File: src/hdl/rpr_pkg.sv
// ----------------------------------------------------------------------------
// rpr_pkg
// Constants, codes and shared types of the parity recovery unit.
// ----------------------------------------------------------------------------
package rpr_pkg;

    localparam int MAX_DISKS      = 8;
    localparam int MAX_BLOCK_BITS = 32;

    localparam int ND_W    = 4;                     // num_disks register
    localparam int BB_W    = 6;                     // block_bits register
    localparam int DISK_W  = $clog2(MAX_DISKS);
    localparam int IDX_W   = $clog2(MAX_BLOCK_BITS);
    localparam int ADDR_W  = IDX_W + 1;             // bank bit on top
    localparam int NBITS_W = $clog2(MAX_DISKS * MAX_BLOCK_BITS + 1);

    localparam int CFG_IDX_W  = 2;
    localparam int CFG_DATA_W = 6;

    localparam logic [CFG_IDX_W-1:0] CFG_NUM_DISKS  = 2'd0;
    localparam logic [CFG_IDX_W-1:0] CFG_BLOCK_BITS = 2'd1;
    localparam logic [CFG_IDX_W-1:0] CFG_PARITY_ODD = 2'd2;

    localparam logic KIND_DATA    = 1'b0;
    localparam logic KIND_VERDICT = 1'b1;

    typedef enum logic [1:0] {
        BS_IDLE,
        BS_DRAIN,
        BS_PAD,
        BS_VERDICT
    } t_bstate;

    // one unit of back-end work, queued by the front end
    typedef struct packed {
        logic               drain;   // emit the finished block
        logic               bank;
        logic [DISK_W-1:0]  pdisk;   // parity disk of that block
        logic [ND_W-1:0]    ndisk;
        logic [BB_W-1:0]    bb;
        logic [NBITS_W-1:0] nbits;   // data bits in the block
        logic               fin;     // set end: pad and verdict
        logic               ok;      // verdict
    } t_cmd;

    typedef struct packed {
        logic                 en;
        logic [ADDR_W-1:0]    addr;
        logic [MAX_DISKS-1:0] data;
    } t_wr_req;

    typedef struct packed {
        logic done;                  // drain of bank finished
        logic bank;
    } t_bk_status;

endpackage

File: src/hdl/rpr_front.sv
// ----------------------------------------------------------------------------
// rpr_front
// Column intake: parity check, single erasure rebuild, block tracking and
// back-end command generation. Holds the configuration registers.
// ----------------------------------------------------------------------------
module rpr_front (
    input  logic                            i_clk,
    input  logic                            i_rst_n,
    input  logic                            i_valid,
    output logic                            o_stall,
    input  logic [rpr_pkg::MAX_DISKS-1:0]   i_disk_bits,
    input  logic [rpr_pkg::MAX_DISKS-1:0]   i_erased_mask,
    input  logic                            i_last_in_set,
    input  logic                            i_cfg_valid,
    output logic                            o_cfg_ready,
    input  logic [rpr_pkg::CFG_IDX_W-1:0]   i_cfg_index,
    input  logic [rpr_pkg::CFG_DATA_W-1:0]  i_cfg_data,
    output rpr_pkg::t_wr_req                o_wr,
    output logic                            o_push,
    output rpr_pkg::t_cmd                   o_cmd,
    input  logic                            i_fifo_full,
    input  rpr_pkg::t_bk_status             i_bk
);
    import rpr_pkg::*;

    localparam int CNT_W = $clog2(MAX_DISKS + 1);

    function automatic logic [CNT_W-1:0] f_ones(input logic [MAX_DISKS-1:0] v);
        logic [CNT_W-1:0] c;
        c = '0;
        for (int i = 0; i < MAX_DISKS; i++) begin
            c = c + CNT_W'(v[i]);
        end
        return c;
    endfunction

    logic [ND_W-1:0]      r_num_disks;
    logic [BB_W-1:0]      r_block_bits;
    logic                 r_parity_odd;

    logic [IDX_W-1:0]     r_col_idx, n_col_idx;
    logic [DISK_W-1:0]    r_pdisk, n_pdisk;
    logic                 r_set_inv, n_set_inv;
    logic                 r_bank, n_bank;
    logic [1:0]           r_busy, n_busy;

    logic [ND_W-1:0]      d;
    logic [BB_W-1:0]      bb;
    logic [MAX_DISKS-1:0] dmask, bits, er, known, col;
    logic [CNT_W-1:0]     ne;
    logic                 par, bad, fix, inv_now;
    logic [BB_W-1:0]      idx_p1;
    logic                 complete, drain, accept;
    logic [ND_W-1:0]      p_inc, nd;
    logic [DISK_W-1:0]    p_rot;
    logic [NBITS_W-1:0]   nbits;

    assign o_cfg_ready = 1'b1;

    always_ff @(posedge i_clk) begin
        if (!i_rst_n) begin
            r_num_disks  <= ND_W'(2);
            r_block_bits <= BB_W'(1);
            r_parity_odd <= 1'b0;
        end else if (i_cfg_valid) begin
            unique case (i_cfg_index)
                CFG_NUM_DISKS:  r_num_disks  <= i_cfg_data[ND_W-1:0];
                CFG_BLOCK_BITS: r_block_bits <= i_cfg_data[BB_W-1:0];
                CFG_PARITY_ODD: r_parity_odd <= i_cfg_data[0];
                default: ;
            endcase
        end
    end

    // saturated register views
    always_comb begin
        d = r_num_disks;
        if (r_num_disks < ND_W'(2)) begin
            d = ND_W'(2);
        end else if (r_num_disks > ND_W'(MAX_DISKS)) begin
            d = ND_W'(MAX_DISKS);
        end
        bb = r_block_bits;
        if (r_block_bits == '0) begin
            bb = BB_W'(1);
        end else if (r_block_bits > BB_W'(MAX_BLOCK_BITS)) begin
            bb = BB_W'(MAX_BLOCK_BITS);
        end
    end

    always_comb begin
        for (int k = 0; k < MAX_DISKS; k++) begin
            dmask[k] = (ND_W'(k) < d);
        end
        bits  = i_disk_bits & dmask;
        er    = i_erased_mask & dmask;
        known = bits & ~er;
        ne    = f_ones(er);
        par   = ^known;
        bad   = 1'b0;
        fix   = 1'b0;
        // once invalid, columns go unchecked
        if (!r_set_inv) begin
            if (ne >= CNT_W'(2)) begin
                bad = 1'b1;
            end else if (ne == '0) begin
                bad = (par != r_parity_odd);
            end else begin
                fix = par ^ r_parity_odd;
            end
        end
        col     = fix ? (known | er) : known;
        inv_now = r_set_inv | bad;

        idx_p1   = BB_W'(r_col_idx) + BB_W'(1);
        complete = (idx_p1 >= bb);
        drain    = complete & ~inv_now;

        p_inc = ND_W'(r_pdisk) + ND_W'(1);
        p_rot = (p_inc >= d) ? '0 : p_inc[DISK_W-1:0];
        // parity disk left beyond the disk count skips nothing
        nd    = (ND_W'(r_pdisk) < d) ? (d - ND_W'(1)) : d;
        nbits = NBITS_W'(nd) * NBITS_W'(bb);
    end

    assign o_stall = r_busy[r_bank] | i_fifo_full;
    assign accept  = i_valid & ~o_stall;

    always_comb begin
        n_col_idx = r_col_idx;
        n_pdisk   = r_pdisk;
        n_set_inv = r_set_inv;
        n_bank    = r_bank;
        n_busy    = r_busy;
        if (i_bk.done) begin
            n_busy[i_bk.bank] = 1'b0;
        end
        if (accept) begin
            n_set_inv = inv_now;
            if (complete) begin
                n_col_idx = '0;
                n_pdisk   = p_rot;
            end else begin
                n_col_idx = idx_p1[IDX_W-1:0];
            end
            if (drain) begin
                n_busy[r_bank] = 1'b1;
                n_bank         = ~r_bank;
            end
            if (i_last_in_set) begin
                n_col_idx = '0;
                n_pdisk   = '0;
                n_set_inv = 1'b0;
            end
        end
    end

    always_ff @(posedge i_clk) begin
        if (!i_rst_n) begin
            r_col_idx <= '0;
            r_pdisk   <= '0;
            r_set_inv <= 1'b0;
            r_bank    <= 1'b0;
            r_busy    <= '0;
        end else begin
            r_col_idx <= n_col_idx;
            r_pdisk   <= n_pdisk;
            r_set_inv <= n_set_inv;
            r_bank    <= n_bank;
            r_busy    <= n_busy;
        end
    end

    always_comb begin
        o_wr.en   = accept;
        o_wr.addr = {r_bank, r_col_idx};
        o_wr.data = col;

        o_push      = accept & (drain | i_last_in_set);
        o_cmd.drain = drain;
        o_cmd.bank  = r_bank;
        o_cmd.pdisk = r_pdisk;
        o_cmd.ndisk = d;
        o_cmd.bb    = bb;
        o_cmd.nbits = nbits;
        o_cmd.fin   = i_last_in_set;
        o_cmd.ok    = ~inv_now;
    end

endmodule

File: src/hdl/rpr_cmd_fifo.sv
// ----------------------------------------------------------------------------
// rpr_cmd_fifo
// Short command queue between the column front end and the drain back end.
// ----------------------------------------------------------------------------
module rpr_cmd_fifo (
    input  logic          i_clk,
    input  logic          i_rst_n,
    input  logic          i_push,
    input  rpr_pkg::t_cmd i_cmd,
    output logic          o_full,
    input  logic          i_pop,
    output rpr_pkg::t_cmd o_cmd,
    output logic          o_empty
);
    import rpr_pkg::*;

    localparam int DEPTH = 2;
    localparam int PTR_W = $clog2(DEPTH);
    localparam int CNT_W = $clog2(DEPTH + 1);

    t_cmd             r_mem [DEPTH];
    logic [PTR_W-1:0] r_wp, r_rp;
    logic [CNT_W-1:0] r_cnt;

    assign o_full  = (r_cnt == CNT_W'(DEPTH));
    assign o_empty = (r_cnt == '0);
    assign o_cmd   = r_mem[r_rp];

    always_ff @(posedge i_clk) begin
        if (i_push) begin
            r_mem[r_wp] <= i_cmd;
        end
    end

    always_ff @(posedge i_clk) begin
        if (!i_rst_n) begin
            r_wp  <= '0;
            r_rp  <= '0;
            r_cnt <= '0;
        end else begin
            if (i_push) begin
                r_wp <= r_wp + PTR_W'(1);
            end
            if (i_pop) begin
                r_rp <= r_rp + PTR_W'(1);
            end
            case ({i_push, i_pop})
                2'b10:   r_cnt <= r_cnt + CNT_W'(1);
                2'b01:   r_cnt <= r_cnt - CNT_W'(1);
                default: r_cnt <= r_cnt;
            endcase
        end
    end

endmodule

File: src/hdl/rpr_back.sv
// ----------------------------------------------------------------------------
// rpr_back
// Block store and drain sequencer: reads finished blocks disk by disk,
// packs bits into nibbles, pads at set end and issues the verdict.
// ----------------------------------------------------------------------------
module rpr_back (
    input  logic                   i_clk,
    input  logic                   i_rst_n,
    input  rpr_pkg::t_wr_req       i_wr,
    input  rpr_pkg::t_cmd          i_cmd,
    input  logic                   i_empty,
    output logic                   o_pop,
    output rpr_pkg::t_bk_status    o_bk,
    output logic                   o_valid,
    input  logic                   i_stall,
    output logic                   o_kind,
    output logic [3:0]             o_nibble,
    output logic                   o_set_valid,
    output logic                   o_last
);
    import rpr_pkg::*;

    // two banks: one fills while the other drains
    logic [MAX_DISKS-1:0] r_store [2 * MAX_BLOCK_BITS];
    logic [MAX_DISKS-1:0] r_rd_data;

    t_bstate              r_state, n_state;
    t_cmd                 r_cmd;
    logic [ND_W-1:0]      r_k;
    logic [IDX_W-1:0]     r_j;
    logic [NBITS_W-1:0]   r_left;
    logic                 r_bv;
    logic [DISK_W-1:0]    r_bk;
    logic                 r_blast;
    logic [3:0]           r_acc;
    logic [1:0]           r_cnt;

    logic                 r_ovalid, r_okind, r_oset_valid, r_olast;
    logic [3:0]           r_onib;

    logic                 out_free, b_full, b_adv, issue, cur_bit;
    logic [BB_W-1:0]      j_p1;
    logic                 wrap;
    logic [ND_W-1:0]      k_p1, k_nx;
    logic                 pad_need, drained;
    logic                 ld_nib, ld_pad, ld_ver;
    logic [3:0]           pad_nib;

    always_ff @(posedge i_clk) begin
        if (i_wr.en) begin
            r_store[i_wr.addr] <= i_wr.data;
        end
        if (issue) begin
            r_rd_data <= r_store[{r_cmd.bank, r_j}];
        end
    end

    always_comb begin
        out_free = ~r_ovalid | ~i_stall;
        b_full   = (r_cnt == 2'd3);
        b_adv    = r_bv & (~b_full | out_free);
        issue    = (r_state == BS_DRAIN) && (r_left != '0) && (~r_bv || b_adv);
        cur_bit  = r_rd_data[r_bk];

        j_p1 = BB_W'(r_j) + BB_W'(1);
        wrap = (j_p1 == r_cmd.bb);
        k_p1 = r_k + ND_W'(1);
        k_nx = (k_p1 == ND_W'(r_cmd.pdisk)) ? (r_k + ND_W'(2)) : k_p1;

        pad_need = r_cmd.ok & (r_cnt != 2'd0);
        drained  = (r_left == '0) & ~r_bv;

        case (r_cnt)
            2'd1:    pad_nib = {r_acc[0], 3'b000};
            2'd2:    pad_nib = {r_acc[1:0], 2'b00};
            2'd3:    pad_nib = {r_acc[2:0], 1'b0};
            default: pad_nib = r_acc;
        endcase
    end

    // next state
    always_comb begin
        n_state = r_state;
        unique case (r_state)
            BS_IDLE: begin
                if (!i_empty) n_state = BS_DRAIN;
            end
            BS_DRAIN: begin
                if (drained) n_state = r_cmd.fin ? BS_PAD : BS_IDLE;
            end
            BS_PAD: begin
                if (!pad_need || out_free) n_state = BS_VERDICT;
            end
            BS_VERDICT: begin
                if (out_free) n_state = BS_IDLE;
            end
            default: n_state = BS_IDLE;
        endcase
    end

    // state outputs
    always_comb begin
        o_pop     = 1'b0;
        o_bk.done = 1'b0;
        o_bk.bank = r_cmd.bank;
        ld_pad    = 1'b0;
        ld_ver    = 1'b0;
        unique case (r_state)
            BS_IDLE:    o_pop     = ~i_empty;
            BS_DRAIN:   o_bk.done = drained & r_cmd.drain;
            BS_PAD:     ld_pad    = pad_need & out_free;
            BS_VERDICT: ld_ver    = out_free;
            default: ;
        endcase
        ld_nib = b_adv & b_full;
    end

    always_ff @(posedge i_clk) begin
        if (!i_rst_n) begin
            r_state  <= BS_IDLE;
            r_bv     <= 1'b0;
            r_acc    <= '0;
            r_cnt    <= '0;
            r_ovalid <= 1'b0;
        end else begin
            r_state <= n_state;
            if (issue) begin
                r_bv <= 1'b1;
            end else if (b_adv) begin
                r_bv <= 1'b0;
            end
            if (b_adv) begin
                r_acc <= {r_acc[2:0], cur_bit};
                r_cnt <= r_cnt + 2'd1;
            end else if (ld_pad || ld_ver) begin
                r_acc <= '0;
                r_cnt <= '0;
            end
            if (ld_nib || ld_pad || ld_ver) begin
                r_ovalid <= 1'b1;
            end else if (!i_stall) begin
                r_ovalid <= 1'b0;
            end
        end
    end

    // drain position and command payload
    always_ff @(posedge i_clk) begin
        if (o_pop) begin
            r_cmd  <= i_cmd;
            r_j    <= '0;
            r_k    <= (i_cmd.pdisk == '0) ? ND_W'(1) : '0;
            r_left <= i_cmd.drain ? i_cmd.nbits : '0;
        end else if (issue) begin
            r_left <= r_left - NBITS_W'(1);
            if (wrap) begin
                r_j <= '0;
                r_k <= k_nx;
            end else begin
                r_j <= j_p1[IDX_W-1:0];
            end
        end
        if (issue) begin
            r_bk    <= r_k[DISK_W-1:0];
            // fewer than four bits follow: no further nibble in this block
            r_blast <= (r_left <= NBITS_W'(4));
        end
    end

    always_ff @(posedge i_clk) begin
        if (ld_nib) begin
            r_okind      <= KIND_DATA;
            r_onib       <= {r_acc[2:0], cur_bit};
            r_oset_valid <= 1'b0;
            r_olast      <= r_blast & ~r_cmd.fin;
        end else if (ld_pad) begin
            r_okind      <= KIND_DATA;
            r_onib       <= pad_nib;
            r_oset_valid <= 1'b0;
            r_olast      <= 1'b0;
        end else if (ld_ver) begin
            r_okind      <= KIND_VERDICT;
            r_onib       <= '0;
            r_oset_valid <= r_cmd.ok;
            r_olast      <= 1'b1;
        end
    end

    assign o_valid     = r_ovalid;
    assign o_kind      = r_okind;
    assign o_nibble    = r_onib;
    assign o_set_valid = r_oset_valid;
    assign o_last      = r_olast;

endmodule

File: src/hdl/raid_parity_recover_unit.sv
// ----------------------------------------------------------------------------
// raid_parity_recover_unit
// Rotating-parity single erasure recovery with nibble output and set verdict.
// ----------------------------------------------------------------------------
// Columns are taken at one per cycle unless stalled and written into a two-bank
// block store; each finished block is then read back disk by disk through the
// store's one read port at one bit per cycle while the output is not stalled,
// so a block yields (num_disks-1)*block_bits bits (num_disks*block_bits when
// the parity disk sits beyond the disk count). A set end adds the pad nibble,
// when one is due, and the verdict. Input stalls while the bank to be filled is
// still draining or the two-entry command queue is full. Data nibbles of a set
// come out before its verdict: drop them when the verdict has set_valid low.
// Configuration writes are taken every cycle and belong between sets while the
// unit is idle.
module raid_parity_recover_unit (
    input  logic                            i_clk,
    input  logic                            i_rst_n,
    input  logic                            i_valid,
    output logic                            o_stall,
    input  logic [7:0]                      i_disk_bits,
    input  logic [7:0]                      i_erased_mask,
    input  logic                            i_last_in_set,
    output logic                            o_valid,
    input  logic                            i_stall,
    output logic                            o_kind,
    output logic [3:0]                      o_nibble,
    output logic                            o_set_valid,
    output logic                            o_last,
    input  logic                            i_cfg_valid,
    output logic                            o_cfg_ready,
    input  logic [rpr_pkg::CFG_IDX_W-1:0]   i_cfg_index,
    input  logic [rpr_pkg::CFG_DATA_W-1:0]  i_cfg_data
);
    import rpr_pkg::*;

    t_wr_req    wr;
    t_cmd       push_cmd, head_cmd;
    t_bk_status bk;
    logic       push, pop, full, empty;

    rpr_front u_front (
        .i_clk         (i_clk),
        .i_rst_n       (i_rst_n),
        .i_valid       (i_valid),
        .o_stall       (o_stall),
        .i_disk_bits   (i_disk_bits),
        .i_erased_mask (i_erased_mask),
        .i_last_in_set (i_last_in_set),
        .i_cfg_valid   (i_cfg_valid),
        .o_cfg_ready   (o_cfg_ready),
        .i_cfg_index   (i_cfg_index),
        .i_cfg_data    (i_cfg_data),
        .o_wr          (wr),
        .o_push        (push),
        .o_cmd         (push_cmd),
        .i_fifo_full   (full),
        .i_bk          (bk)
    );

    rpr_cmd_fifo u_fifo (
        .i_clk   (i_clk),
        .i_rst_n (i_rst_n),
        .i_push  (push),
        .i_cmd   (push_cmd),
        .o_full  (full),
        .i_pop   (pop),
        .o_cmd   (head_cmd),
        .o_empty (empty)
    );

    rpr_back u_back (
        .i_clk       (i_clk),
        .i_rst_n     (i_rst_n),
        .i_wr        (wr),
        .i_cmd       (head_cmd),
        .i_empty     (empty),
        .o_pop       (pop),
        .o_bk        (bk),
        .o_valid     (o_valid),
        .i_stall     (i_stall),
        .o_kind      (o_kind),
        .o_nibble    (o_nibble),
        .o_set_valid (o_set_valid),
        .o_last      (o_last)
    );

endmodule

File: config.mk
export PLATFORM = sky130hd
export DESIGN_NAME = raid_parity_recover_unit
export DESIGN_NICKNAME = d
export VERILOG_FILES = /design/src/hdl/rpr_pkg.sv /design/src/hdl/rpr_front.sv /design/src/hdl/rpr_cmd_fifo.sv /design/src/hdl/rpr_back.sv /design/src/hdl/raid_parity_recover_unit.sv
export SDC_FILE = /design/constraint.sdc
export NUM_CORES = 1
export LEC_CHECK = 0
export ABC_AREA = 1
export BUFFER_PORTS_ARGS = -buffer_cell sky130_fd_sc_hd__buf_4
export CAP_MARGIN = 20
export CORE_MARGIN = 2
export CORE_UTILIZATION = 55
export CTS_CLUSTER_SIZE = 14
export DETAILED_ROUTE_END_ITERATION = 16
export PLACE_DENSITY = 0.74
export SYNTH_ARGS = -nofsm -noshare
export SYNTH_HDL_FRONTEND = slang
export SYNTH_HIERARCHICAL = 1
export SYNTH_SLANG_ARGS = --single-unit
File: constraint.sdc
create_clock -name i_clk -period 6.8 [get_ports i_clk]
set_input_delay 1.02 -clock i_clk [delete_from_list [all_inputs] [get_ports i_clk]]
set_output_delay 1.02 -clock i_clk [all_outputs]
set_load 0.05 [all_outputs]
==> results of run 1 <==
==> layer usage <==
| metal | vias up | track usage (%) | routed length [um] |
|---|---|---|---|
| met5 | - | 0 | 0 |
| met4 | 0 | 8.193 | 1570 |
| met3 | 136 | 4.601 | 5535 |
| met2 | 946 | 41.20 | 32630 |
| met1 | 9218 | 33.06 | 26530 |
| li1 | 9009 | - | - |
==> through the flow <==
step                      area, sq um  power [mW]  hold slack [ps]  cells  TNS (ps)
after detailed placement        29120       8.512            462.2   3225         0
after CTS                       31280       12.13            471.9   3341         0
final                           31320       12.14            474.1   3346         0
after floorplan                 28530       7.619            443.3   2616   -240190
after global placement          29120       8.405            453.0   3225         0
after global routing            31320       12.72            504.3   3346         0
==> area by class of cell <==
cell class / count / share of cell area (%)
Sequential cell: 644 / 60.33
Multi-Input combinational cell: 1702 / 26.73
Clock buffer: 74 / 5.125
Tap cell: 680 / 2.716
Clock inverter: 42 / 1.770
Inverter: 139 / 1.686
Timing Repair Buffer: 65 / 1.650
==> flip-flops by register name, summed over array words and instances, names as in the netlist, 4 cells and up, named ones only <==
register,count
u_fifo/r_mem,44
u_front/r_block_bits,6
u_back/r_cmd,12
u_front/r_num_disks,4
u_back/o_nibble,4
u_back/r_store,512
u_front/r_col_idx,5
u_back/r_rd_data,8
u_back/r_k,4
u_back/r_left,9
u_back/r_j,5
u_back/r_acc,4
==> power breakdown <==
group	total (mW)	internal (mW)	switching, mW
clock	3.63	2.17	1.46
combinational	3.50	1.03	2.47
sequential	5.01	4.74	0.267
total	12.1	7.94	4.20
==> critical path: cells and delay by family, from the launching register on <==
family,cells,cell delay [ps]
flops,1,410
compound gates,3,940
fa+ha+maj,6,2310
buf+inv,6,950
simple gates,4,890
xor+xnor,1,160
==> path summary, 6_finish.rpt <==
kind / from / slack (ps) / end / cells after the start
setup / recovery: u_front/r_num_disks[2] / 810 / u_back/r_store[22][3] / 20
hold / removal: u_back/o_set_valid / 470 / u_back/o_set_valid / 2
setup reg to reg: u_front/r_num_disks[2] / 810 / u_back/r_store[22][3] / 20
hold reg to reg: u_back/o_set_valid / 470 / u_back/o_set_valid / 2
==> results.sh, run 1 <==
export IMPL_period_needed_ps=5990
export IMPL_fmax_mhz=166.9
export IMPL_regArea_sq_um=18900
export IMPL_netlist_area_sq_um=28510
export IMPL_multi_input_area_sq_um=8372
export IMPL_cp_cell_sequence="inv_1 -> o21ai_0 -> ha_1 -> o21ai_1 -> nand2_1 -> inv_1 -> fa_1 -> fa_1 -> inv_1 -> fa_1 -> inv_1 -> ha_1 -> inv_1 -> fa_1 -> xor2_1 -> nand4_1 -> nor3_1 -> nand3_2 -> o31ai_4 -> buf_4"
export IMPL_first_iter_violations=2447
export IMPL_drt_pass1_iter_count=8
export IMPL_post_place_ws_ps=799.8
export IMPL_vias=19310
export IMPL_rsz0062_at_grt="false"
export IMPL_start_kind="flop"
export IMPL_layout_common_cells="nand2_1, edfxtp_1, nand3_1, nor2_1, inv_1"
export IMPL_p_leak_nw=11.92
export IMPL_port_buffers=38
export IMPL_gp_congestion=0.8645
export IMPL_hold_class="reg -> reg"
export IMPL_htree_num_levels=2
export IMPL_ys_warn_count=6
export IMPL_antenna_found_initial=0
export IMPL_period_share_pct=88.09
export IMPL_cts_tree="built"
export IMPL_area_delta_synth_final_pct=9.880
export IMPL_cts_resized=0
export IMPL_powerDensity_nw_per_um2=387.4
export IMPL_grt_usage_pct=24.78
export IMPL_max_slew_worst_pin_slew_ps=1186
export IMPL_wl_per_cell_um=19.80
export IMPL_grt_pass1_vias=18780
export IMPL_cts_hold_buffers=0
export IMPL_drv_cap=0
export IMPL_end_kind="flop"
export IMPL_final_common_cell="nand2_1"
export IMPL_grt_pass1_wl_um=103300
export IMPL_worst_setup_path_type="reg -> reg"
export IMPL_crit_top_cell="inv_1"
export IMPL_utilization_pct=61.06
export IMPL_num_rows=83
export IMPL_core_area_sq_um=51300
export IMPL_max_stage_delay_ps=590
export IMPL_clk_pin_slew_worst_paths_ps=60
export IMPL_via_per_inst=5.771
export IMPL_fillCellCount=3988
export IMPL_irDropWorstVdd_v=0.0003576
export IMPL_synth_cells=2612
export IMPL_num_antenna_cells=0
export IMPL_arrival_ps=6320
export IMPL_finalHoldViolCount=0
export IMPL_grt_max_degree=221
export IMPL_wirelength_um=66260
export IMPL_drc=0
export IMPL_cpMaxStageDelayCell="buf_4"
export IMPL_cts_sinks=644
export IMPL_drive_gt1_share_pct=8.140
export IMPL_setup_ws_ps=809.6
export IMPL_root_buffer="clkbuf_16"
export IMPL_skew_ps=32.05
export IMPL_syn_avg_cell_area_sq_um=10.91
export IMPL_die_area_sq_um=53670
export IMPL_clk_insertion_delay_late_ps=640
export IMPL_required_ps=7130
export IMPL_post_cts_buffers=0
export IMPL_grt_ovfl_total=0
export IMPL_dp_hpwl_um=39070
export IMPL_status="complete, no violations"
export IMPL_worstPathMaxFanout=64
export IMPL_ant_nets=0
export IMPL_finalSetupViolCount=0
export IMPL_io_pins=40
export IMPL_chipHeight_um=231.7
export IMPL_num_nets_final=2699
export IMPL_start_util_pct=55.57
export IMPL_tritoncts_num_buffers=61
export IMPL_slew_headroom_pct=20.63
export IMPL_maxSlewViolCount=0
export IMPL_cts_buffer_depth=3
export IMPL_die_w_um=231.7
Power figures use the tool's default switching activity.
==> run 2, diff against run 1 <==
- ABC_AREA: 1 -> default
- HOLD_SLACK_MARGIN: default -> 0.05
==> run 2 against run 1 <==
Global-route usage fell by 1.5 points; cell area fell by 2.7%; register-to-register slack got worse by 250 ps; critical path type unchanged; critical endpoint is now u_fifo/r_cnt[1]; highest routed layer unchanged.
==> results.sh, run 2 <==
export IMPL_status="complete, no violations"
export IMPL_hold_start="u_back/o_kind"
export IMPL_period_needed_ps=6238
export IMPL_chipHeight_um=227.5
export IMPL_syn_avg_cell_area_sq_um=16.91
export IMPL_rr_endpoint="u_fifo/r_cnt[1]"
export IMPL_period_share_pct=91.74
export IMPL_arrival_ps=6770
export IMPL_core_area_sq_um=49150
export IMPL_root_buffer="clkbuf_16"
export IMPL_reg2regPathDepth=22
export IMPL_start_util_pct=55.90
export IMPL_ys_warn_count=6
export IMPL_hold_class="reg -> reg"
export IMPL_worstPathMaxFanout=12
export IMPL_fillCellCount=3460
export IMPL_cts_sinks=644
export IMPL_regArea_sq_um=18900
export IMPL_final_common_cell="edfxtp_1"
export IMPL_r2r_start="u_front/r_num_disks[2]"
export IMPL_port_buffers=38
export IMPL_powerDensity_nw_per_um2=344.6
export IMPL_via_per_inst=6.114
export IMPL_dp_hpwl_um=35980
export IMPL_num_antenna_cells=0
export IMPL_antenna_found_initial=0
export IMPL_grt_usage_pct=23.23
export IMPL_maxSlewViolCount=0
export IMPL_grt_pass1_vias=14650
export IMPL_cts_buffer_depth=3
export IMPL_die_w_um=227.5
export IMPL_htree_num_levels=2
export IMPL_skew_ps=29.21
export IMPL_required_ps=7330
export IMPL_grt_ovfl_total=0
export IMPL_layout_common_cells="edfxtp_1, nor2_1, mux4_2, clkbuf_16, nand2_1"
export IMPL_r2r_setup_slack_ps=560
export IMPL_drt_pass1_iter_count=5
export IMPL_clk_pin_slew_worst_paths_ps=60
export IMPL_regMostFlops="u_back/r_store"
export IMPL_tritoncts_num_buffers=61
export IMPL_wl_per_cell_um=24.16
export IMPL_rsz0062_at_grt="false"
export IMPL_synth_cells=1625
export IMPL_worst_setup_path_type="reg -> reg"
export IMPL_start_kind="flop"
export IMPL_num_rows=81
export IMPL_netlist_area_sq_um=27480
export IMPL_irDropWorstVdd_v=0.0002233
export IMPL_slew_headroom_pct=28.71
export IMPL_end_kind="flop"
export IMPL_setup_tns_ps=0
export IMPL_drc=0
export IMPL_grt_max_degree=80
export IMPL_num_nets_final=1763
export IMPL_first_iter_violations=1712
export IMPL_vias=14630
export IMPL_area_delta_synth_final_pct=10.96
export IMPL_drive_gt1_share_pct=18.75
export IMPL_max_slew_worst_pin_slew_ps=1065
export IMPL_gp_congestion=0.8403
export IMPL_finalSetupViolCount=0
export IMPL_finalHoldViolCount=0
export IMPL_ant_nets=0
export IMPL_multi_input_area_sq_um=7986
export IMPL_clk_insertion_delay_late_ps=620
export IMPL_drv_cap=0
export IMPL_utilization_pct=62.02
export IMPL_largest_reg_flops=512
export IMPL_grt_pass1_wl_um=88900
export IMPL_reg_largest_list="u_back/r_store x512, u_fifo/r_mem x44, u_back/r_cmd x12"
export IMPL_worstHoldEndpoint="u_back/o_kind"
export IMPL_wirelength_um=57780
export IMPL_hold_depth=2
export IMPL_die_area_sq_um=51760
export IMPL_p_leak_nw=10.04
export IMPL_cts_tree="built"
export IMPL_io_pins=40
export IMPL_fmax_mhz=160.3
[run 2: cell type report]
class / instances / area share (%)
flip-flops and latches: 644 / 62.00
multi-input cells: 861 / 26.20
clock buffers: 77 / 5.274
well taps: 664 / 2.725
repair buffers: 59 / 1.822
clock inverters: 37 / 1.367
inverters: 50 / 0.6156
[run 2: stage by stage]
stage               instances  total power [mW]  cell area [sq um]  setup WS, ps  hold WS, ps
floorplan                1629             6.594              27490        -45.47        437.7
global placement         2278             7.100              28440         656.3        442.4
detailed placement       2278             7.164              28440         259.9        477.2
CTS                      2392             10.56              30470         305.6        488.3
global route             2392             10.90              30490         60.10        522.9
finish                   2392             10.51              30490         561.7        479.1
[run 2: repair_timing]
item | in CTS | in global routing
resized for setup | 0 | 4
setup buffers | 0 | 0
hold buffers | 0 | 0
endpoints found under the setup margin | 0 | 105
[run 2: critical path, cell delays in order, from the launching register on]
cell       delay [ps]
dfxtp_1           570
nor2b_1           260
or2_2             200
ha_1              230
or3b_1            380
and2_1            210
fa_1              460
fa_1              500
inv_1              50
fa_1              440
inv_1              70
ha_1              160
inv_1              70
fa_1              460
a2111oi_0         470
a21oi_1           100
nor3b_2           270
o2111ai_2         210
nand2_1           160
inv_1              80
ha_1              330
or3_1             360
a21boi_1          150
[run 2: worst max path at each step]
stage,start,endpoint,slack [ps]
3_5_place_dp,u_front/r_num_disks[3],u_back/r_store[37][0],260
2_1_floorplan,u_front/r_num_disks[3],u_back/r_store[0][1],-50
4_1_cts,u_front/r_num_disks[3],u_back/r_store[37][0],310
5_1_grt,u_front/r_num_disks[2],u_fifo/r_cnt[1],60
6_report,u_front/r_num_disks[2],u_fifo/r_cnt[1],560
3_3_place_gp,u_front/r_num_disks[3],u_back/r_store[36][0],660
[run 2: report_power, final]
group          leakage (nW)  total [mW]  switching [mW]  internal, mW
registers              5.83        4.88           0.231          4.65
logic                  3.23        2.22            1.24         0.972
clock network         0.976        3.41            1.40          2.01
total                  10.0        10.5            2.87          7.63
[run 2: routing by layer]
layer	track usage [%]	wire length (um)	up-vias
met2	36.09	27260	611
met3	3.911	4439	98
met5	0	0	-
met4	6.135	1269	0
li1	-	-	6484
met1	34.54	24810	7432
